<file path="config.mk">
export PLATFORM = sky130hd
export DESIGN_NAME = bouncing_point_in_box_unit
export DESIGN_NICKNAME = d
export VERILOG_FILES = /design/src/hw/rtl/bpib_pkg.sv /design/src/hw/rtl/bouncing_point_in_box_unit.sv
export SDC_FILE = /design/constraint.sdc
export NUM_CORES = 2
export LEC_CHECK = 0
export BUFFER_PORTS_ARGS = -buffer_cell sky130_fd_sc_hd__buf_2
export CORE_UTILIZATION = 29
export DETAILED_ROUTE_END_ITERATION = 7
export GPL_TIMING_DRIVEN = 1
export SKIP_CTS_REPAIR_TIMING = 1
export SKIP_LAST_GASP = 1
export SLEW_MARGIN = 0
export SYNTH_ARGS = -nofsm -noshare
export SYNTH_HDL_FRONTEND = slang
export SYNTH_SLANG_ARGS = --single-unit
</file>
<file path="constraint.sdc">
create_clock -name clk -period 14.7 [get_ports clk]
set_clock_uncertainty 0.05 [all_clocks]
set_input_delay 2.205 -clock clk [delete_from_list [all_inputs] [get_ports clk]]
set_output_delay 2.205 -clock clk [all_outputs]
set_load 0.005 [all_outputs]
</file>
<file path="src/hw/rtl/bpib_pkg.sv">
// Bouncing point in box: shared types and constants.
// Used by bouncing_point_in_box_unit; no dependencies.
package bpib_pkg;

  localparam int DATA_W = 32;
  localparam int PROD_W = 2 * DATA_W;
  localparam int CFG_IDX_W = 3;

  localparam int MAX_FOLD_PASSES_DEF = 64;
  localparam int FRAC_BITS_DEF = 16;

  localparam logic [DATA_W-1:0] BOX_WIDTH_RST  = 32'd6553600;
  localparam logic [DATA_W-1:0] BOX_HEIGHT_RST = 32'd3276800;
  localparam logic [DATA_W-1:0] START_PX_RST   = 32'd655360;
  localparam logic [DATA_W-1:0] START_PY_RST   = 32'd1310720;
  localparam logic [DATA_W-1:0] START_VX_RST   = 32'd1638400;
  localparam logic [DATA_W-1:0] START_VY_RST   = 32'd327680;

  typedef enum logic [CFG_IDX_W-1:0] {
    REG_BOX_WIDTH  = 3'd0,
    REG_BOX_HEIGHT = 3'd1,
    REG_START_PX   = 3'd2,
    REG_START_PY   = 3'd3,
    REG_START_VX   = 3'd4,
    REG_START_VY   = 3'd5
  } cfg_reg_t;

  typedef enum logic [2:0] {
    ST_IDLE,
    ST_MUL_X,
    ST_ADD_X,
    ST_MUL_Y,
    ST_ADD_Y,
    ST_CHECK,
    ST_FOLD,
    ST_FIN
  } state_t;

  typedef enum logic [1:0] {
    FS_X_NEAR = 2'd0,
    FS_X_FAR  = 2'd1,
    FS_Y_NEAR = 2'd2,
    FS_Y_FAR  = 2'd3
  } fold_step_t;

endpackage

</file>
<file path="src/hw/rtl/bouncing_point_in_box_unit.sv">
// Bouncing point in box: top level, sequencer with one shared multiplier
// and one shared fold adder. Depends on bpib_pkg.
//
// Usage:
//   Input channel (in_valid/in_stall, restart, step_time) takes one time
//   step per word. Output channel (out_valid/out_stall) returns one word per
//   step: position, velocity, overrun and setup_error.
//   Configuration is written through cfg_en/cfg_index/cfg_data while idle;
//   the user must keep to this, as the block itself does not enforce it.
// Sequence:
//   A step forms the displacement on one 32x32 multiplier, one axis at a
//   time (multiply, then add, x then y), then runs a bounds check and N fold
//   passes (0..MAX_FOLD_PASSES), each on the shared fold adder (near and far
//   wall, x then y) plus a bounds check. With a setup error the step goes
//   straight to ST_FIN. in_stall is high while a step is in work.
// Reset:
//   rst loads the default box and start registers and the start state.
// Stall:
//   A result waits in the output register; the next step may be accepted
//   and run, and it holds in its final cycle until the old word is taken.
module bouncing_point_in_box_unit
  import bpib_pkg::*;
#(
  parameter int MAX_FOLD_PASSES = MAX_FOLD_PASSES_DEF,
  parameter int FRAC_BITS = FRAC_BITS_DEF
) (
  input  logic                     clk,
  input  logic                     rst,
  input  logic                     cfg_en,
  input  logic [CFG_IDX_W-1:0]     cfg_index,
  input  logic [DATA_W-1:0]        cfg_data,
  input  logic                     in_valid,
  output logic                     in_stall,
  input  logic                     restart,
  input  logic [DATA_W-1:0]        step_time,
  output logic                     out_valid,
  input  logic                     out_stall,
  output logic [DATA_W-1:0]        pos_x,
  output logic [DATA_W-1:0]        pos_y,
  output logic signed [DATA_W-1:0] vel_x,
  output logic signed [DATA_W-1:0] vel_y,
  output logic                     overrun,
  output logic                     setup_error
);

  localparam int POS_W = PROD_W - FRAC_BITS + 2;
  localparam int PASS_W = $clog2(MAX_FOLD_PASSES + 1);
  localparam int EXT_W = POS_W - DATA_W;

  logic [DATA_W-1:0] box_width, box_height, start_px, start_py;
  logic signed [DATA_W-1:0] start_vx, start_vy;
  logic [DATA_W-1:0] cur_px, cur_py;
  logic signed [DATA_W-1:0] cur_vx, cur_vy;

  state_t state, state_next;
  fold_step_t fstep;
  logic [PASS_W-1:0] passes;
  logic [DATA_W-1:0] dt;
  logic [PROD_W-1:0] prod;
  logic signed [POS_W-1:0] px, py;
  logic signed [DATA_W-1:0] vx, vy;
  logic over, err;

  logic accept, setup_bad, load_out, out_take;
  logic axis_y;
  logic signed [DATA_W-1:0] v_sel, v_flip;
  logic [DATA_W-1:0] mag;
  logic [PROD_W-1:0] prod_full;
  logic signed [POS_W-1:0] p_sel, w_sel, disp, p_adv, p_fold;
  logic fold_hit;
  logic signed [POS_W-1:0] w_ext, h_ext;
  logic x_lo, x_hi, y_lo, y_hi, outside_any, pass_limit;

  assign accept = in_valid && !in_stall;
  assign out_take = out_valid && !out_stall;
  assign setup_bad = (box_width == '0) || (box_height == '0) ||
                     (start_px >= box_width) || (start_py >= box_height);

  assign w_ext = $signed({{EXT_W{1'b0}}, box_width});
  assign h_ext = $signed({{EXT_W{1'b0}}, box_height});

  // shared multiplier and adder operand select
  always_comb begin
    axis_y = (state == ST_MUL_Y) || (state == ST_ADD_Y) ||
             (fstep == FS_Y_NEAR) || (fstep == FS_Y_FAR);
    if (state == ST_MUL_X || state == ST_ADD_X) begin
      axis_y = 1'b0;
    end
    v_sel = axis_y ? vy : vx;
    p_sel = axis_y ? py : px;
    w_sel = axis_y ? h_ext : w_ext;
    v_flip = (v_sel == $signed({1'b1, {(DATA_W-1){1'b0}}})) ?
             $signed({1'b0, {(DATA_W-1){1'b1}}}) : -v_sel;
  end

  assign mag = v_sel[DATA_W-1] ? DATA_W'(-v_sel) : DATA_W'(v_sel);
  assign prod_full = mag * dt;
  assign disp = $signed({2'b00, prod[PROD_W-1:FRAC_BITS]});
  assign p_adv = v_sel[DATA_W-1] ? (p_sel - disp) : (p_sel + disp);

  // one fold step: near wall mirrors about 0, far wall about the wall
  always_comb begin
    p_fold = p_sel;
    fold_hit = 1'b0;
    if (fstep == FS_X_NEAR || fstep == FS_Y_NEAR) begin
      if (p_sel < 0) begin
        p_fold = -p_sel;
        fold_hit = 1'b1;
      end
    end else if (p_sel >= w_sel) begin
      fold_hit = 1'b1;
      if (p_sel == w_sel) begin
        p_fold = w_sel - POS_W'(1);
      end else begin
        p_fold = (w_sel <<< 1) - p_sel;
      end
    end
  end

  assign x_lo = px < 0;
  assign x_hi = px >= w_ext;
  assign y_lo = py < 0;
  assign y_hi = py >= h_ext;
  assign outside_any = x_lo || x_hi || y_lo || y_hi;
  assign pass_limit = passes == PASS_W'(MAX_FOLD_PASSES);

  always_comb begin
    state_next = state;
    unique case (state)
      ST_IDLE:  if (accept) state_next = setup_bad ? ST_FIN : ST_MUL_X;
      ST_MUL_X: state_next = ST_ADD_X;
      ST_ADD_X: state_next = ST_MUL_Y;
      ST_MUL_Y: state_next = ST_ADD_Y;
      ST_ADD_Y: state_next = ST_CHECK;
      ST_CHECK: state_next = (outside_any && !pass_limit) ? ST_FOLD : ST_FIN;
      ST_FOLD:  if (fstep == FS_Y_FAR) state_next = ST_CHECK;
      ST_FIN:   if (load_out) state_next = ST_IDLE;
      default:  state_next = ST_IDLE;
    endcase
  end

  always_comb begin
    in_stall = state != ST_IDLE;
    load_out = (state == ST_FIN) && (!out_valid || !out_stall);
  end

  always_ff @(posedge clk) begin
    if (rst) begin
      state <= ST_IDLE;
    end else begin
      state <= state_next;
    end
  end

  always_ff @(posedge clk) begin
    if (rst) begin
      box_width <= BOX_WIDTH_RST;
      box_height <= BOX_HEIGHT_RST;
      start_px <= START_PX_RST;
      start_py <= START_PY_RST;
      start_vx <= START_VX_RST;
      start_vy <= START_VY_RST;
    end else if (cfg_en) begin
      unique case (cfg_index)
        REG_BOX_WIDTH:  box_width <= cfg_data;
        REG_BOX_HEIGHT: box_height <= cfg_data;
        REG_START_PX:   start_px <= cfg_data;
        REG_START_PY:   start_py <= cfg_data;
        REG_START_VX:   start_vx <= cfg_data;
        REG_START_VY:   start_vy <= cfg_data;
        default: ;
      endcase
    end
  end

  always_ff @(posedge clk) begin
    case (state)
      ST_IDLE: begin
        dt <= step_time;
        fstep <= FS_X_NEAR;
        passes <= '0;
        over <= 1'b0;
        err <= setup_bad;
        if (restart && !setup_bad) begin
          px <= $signed({{EXT_W{1'b0}}, start_px});
          py <= $signed({{EXT_W{1'b0}}, start_py});
          vx <= start_vx;
          vy <= start_vy;
        end else begin
          px <= $signed({{EXT_W{1'b0}}, cur_px});
          py <= $signed({{EXT_W{1'b0}}, cur_py});
          vx <= cur_vx;
          vy <= cur_vy;
        end
      end
      ST_MUL_X, ST_MUL_Y: prod <= prod_full;
      ST_ADD_X: px <= p_adv;
      ST_ADD_Y: py <= p_adv;
      ST_CHECK: begin
        fstep <= FS_X_NEAR;
        if (outside_any && !pass_limit) begin
          passes <= passes + PASS_W'(1);
        end else if (outside_any) begin
          over <= 1'b1;
          if (x_lo) px <= '0;
          else if (x_hi) px <= w_ext - POS_W'(1);
          if (y_lo) py <= '0;
          else if (y_hi) py <= h_ext - POS_W'(1);
        end
      end
      ST_FOLD: begin
        fstep <= fold_step_t'(fstep + 2'd1);
        if (axis_y) begin
          py <= p_fold;
          if (fold_hit) vy <= v_flip;
        end else begin
          px <= p_fold;
          if (fold_hit) vx <= v_flip;
        end
      end
      default: ;
    endcase
  end

  always_ff @(posedge clk) begin
    if (rst) begin
      cur_px <= START_PX_RST;
      cur_py <= START_PY_RST;
      cur_vx <= START_VX_RST;
      cur_vy <= START_VY_RST;
    end else if (load_out) begin
      cur_px <= px[DATA_W-1:0];
      cur_py <= py[DATA_W-1:0];
      cur_vx <= vx;
      cur_vy <= vy;
    end
  end

  always_ff @(posedge clk) begin
    if (rst) begin
      out_valid <= 1'b0;
    end else if (load_out) begin
      out_valid <= 1'b1;
    end else if (out_take) begin
      out_valid <= 1'b0;
    end
  end

  always_ff @(posedge clk) begin
    if (load_out) begin
      pos_x <= px[DATA_W-1:0];
      pos_y <= py[DATA_W-1:0];
      vel_x <= vx;
      vel_y <= vy;
      overrun <= over;
      setup_error <= err;
    end
  end

endmodule

</file>
==> results.toml <==
[status]
status = "completed"

[placement]
routabilityCongestion = 0.986
post-dp-hpwl_microns = 226000
place_inst = 11800
portBuffers = 204
place_area_sq_um = 80500

[timing]
setup-violations-final = 0
fin_setup_tns_ns = 0
slew_violations = 0
relSlewSlack = 0.0377
worstMarginPinSlew_ns = 1.44
hold_viol = 0
fmax_ghz = 0.0788
period_share = 0.863
rsz0062_at_grt = "false"
min_period_ns = 12.69

[min_path]
whs_path_depth = 0
min-delay-start = "err$_DFFE_PP_"
hold_end = "setup_error$_DFFE_PP_"
hp-class = "reg2reg"

[detailed_routing]
ant_nets = 0
wl_per_cell_microns = 25.2
drt_wl_total_microns = 302000
vias = 64200
via_per_inst = 5.34
first_pass_iters = 6
initialDrtViolationCount = 6000
drc = 0

[floorplan]
rows = 186
start_util = 0.293
die_h_microns = 512
die_area_sq_um = 262000
die_w_microns = 512
coreArea_sq_um = 258000
ios = 205

[worst_setup_path]
cpMaxStageDelayCell = "o41ai_1"
reg2reg_depth = 41
r2r_end = "prod[63]$_DFFE_PP_"
rrSetupSlack_ns = 2.01
setup.worst_path.start_class = "register"
path_max_fanout = 72
crit_path_frequent_cell = "fa_1"
slowest_delay_ns = 1.04
cp-end-kind = "register"
cp_data_arrival_time_ns = 13.10
worstPathRequired_ns = 15.11
timing.rr.start = "fstep[0]$_SDFFCE_PN0P_"
critPathKind = "reg2reg"

[global_routing]
grt_usage = 0.226
grt_pass1_vias = 64900
grt_start_max_net_pins = 196
gr-total-overflow = 0
grt_pass1_wl_microns = 440000
antenna_found_initial = 23

[yosys]
synth_edf_count = 385
ys_ff_latch = 709
ys_warn_count = 0
synth_flop_cell = "edfxtp_1"
ys_types = 99
synth_nets = 10000
synthArstFlopShare = 0
yosysSeqAreaShare = 0.239
synth_area_per_cell_sq_um = 8.82
syn-cell-area_sq_um = 75500
syn_inst = 8558

[run]
timing.max_cap.violations = 0

[final_layout]
area_delta_synth_final_pct = 10.5
final_cell_mix = "1,568 x nand2_1, 1,078 x inv_1, 897 x fa_1"
final_layout_size_suffix_gt1_frac = 0.0721
fillers = 26800
stdcell_count = 12000
final_common_cell = "nand2_1"
final_cell_area_sq_um = 83400
fin_util = 0.323
nets = 10000

[cts]
cts_buffer_depth = 3
cts_sinks = 709
cts_tree = "yes"
cts_made_buffers = 85
h-tree-depth = 3
clk_pin_slew_ns = 0.06
clkLatencyLatePin_ns = 0.75
clockRootBuffer = "clkbuf_16"
## routing by layer
| metal | global-route usage | vias to the layer above | routed length [microns] |
|---|---|---|---|
| li1 | - | 28000 | - |
| met1 | 0.291 | 32200 | 124000 |
| met2 | 0.361 | 3222 | 136000 |
| met3 | 0.0399 | 741 | 23900 |
| met4 | 0.120 | 10 | 18500 |
| met5 | 0 | - | 68 |
## registers in the layout (all words and copies together) (netlist names), 2 cells and up
name / cells
state: 3
box_height: 32
cur_px: 32
vel_x: 32
start_py: 32
py: 50
cur_py: 32
dt: 32
pos_y: 32
fstep: 2
start_vx: 32
vx: 32
start_vy: 32
vy: 32
start_px: 32
box_width: 32
prod: 48
px: 50
cur_vx: 32
cur_vy: 32
passes: 7
pos_x: 32
vel_y: 32
## area by class of cell
class | count | area [sq um] | area share
multi-input cells | 6312 | 51900 | 0.623
flip-flops and latches | 709 | 18000 | 0.216
well taps | 3384 | 4230 | 0.0508
inverters | 1081 | 4070 | 0.0487
clock buffers | 113 | 2380 | 0.0285
repair buffers | 355 | 2180 | 0.0261
clock inverters | 46 | 534 | 0.00641
diodes | 7 | 17.5 | 0.000210
## Yosys cell counts, types with 53 or more instances
| master | number | share of area |
|---|---|---|
| a21o_1 | 140 | 0.014 |
| a21oi_1 | 606 | 0.040 |
| a31oi_1 | 110 | 0.0091 |
| and2_1 | 577 | 0.048 |
| buf_2 | 55 | 0.0036 |
| clkbuf_1 | 388 | 0.019 |
| dfxtp_1 | 324 | 0.086 |
| edfxtp_1 | 385 | 0.15 |
| fa_1 | 897 | 0.24 |
| ha_1 | 513 | 0.085 |
| inv_1 | 1080 | 0.054 |
| mux2i_1 | 106 | 0.014 |
| nand2_1 | 1571 | 0.078 |
| nand3_1 | 111 | 0.0074 |
| nand4_1 | 63 | 0.0052 |
| nor2_1 | 293 | 0.015 |
| nor3_1 | 117 | 0.0078 |
| o211ai_1 | 53 | 0.0053 |
| o21ai_0 | 203 | 0.013 |
| xnor2_1 | 192 | 0.022 |
| xor2_1 | 131 | 0.015 |
## worst max-delay path by stage
stage / endpoint / slack [ns] / startpoint / cells after the start
4_1_cts: prod[63]$_DFFE_PP_ / 1.82 / fstep[0]$_SDFFCE_PN0P_ / 42
3_5_place_dp: prod[63]$_DFFE_PP_ / 1.86 / fstep[0]$_SDFFCE_PN0P_ / 42
5_1_grt: prod[63]$_DFFE_PP_ / 1.28 / fstep[0]$_SDFFCE_PN0P_ / 41
6_report: prod[63]$_DFFE_PP_ / 2.01 / fstep[0]$_SDFFCE_PN0P_ / 41
3_3_place_gp: prod[60]$_DFFE_PP_ / 2.16 / fstep[0]$_SDFFCE_PN0P_ / 41
2_1_floorplan: prod[60]$_DFFE_PP_ / 3.40 / fstep[0]$_SDFFCE_PN0P_ / 50
## cell families (layout without fill, tap and decap cells)
family	Yosys count	count (layout)	share of synthesized area
compound gates	1452	1452	0.120
mux	131	131	0.0178
flops	709	709	0.239
other cells	0	7	0
fa+ha+maj	1410	1410	0.323
buf+inv	1537	1595	0.0775
xor+xnor	323	323	0.0375
simple gates	2996	2996	0.185
## metrics by stage
step / worst slack (ns) / hold slack (ns)
final: 2.01 / 0.376
after global routing: 1.28 / 0.385
after CTS: 1.82 / 0.378
after detailed placement: 1.86 / 0.366
after global placement: 2.16 / 0.360
after floorplan: 3.40 / 0.350
## critical path, delay by kind of cell, from the launching register on
family	cells	cell delay, ns
adders and majority gates	11	4.67
AOI/OAI and AO/OA	11	3.71
and+or+nand+nor	9	1.89
buffers and inverters	8	0.95
xor gates and xnor gates	2	0.74
DFF	1	0.38
Power is not shown: default switching activity piles up to over one toggle a cycle in this logic, so the estimate is an artifact.
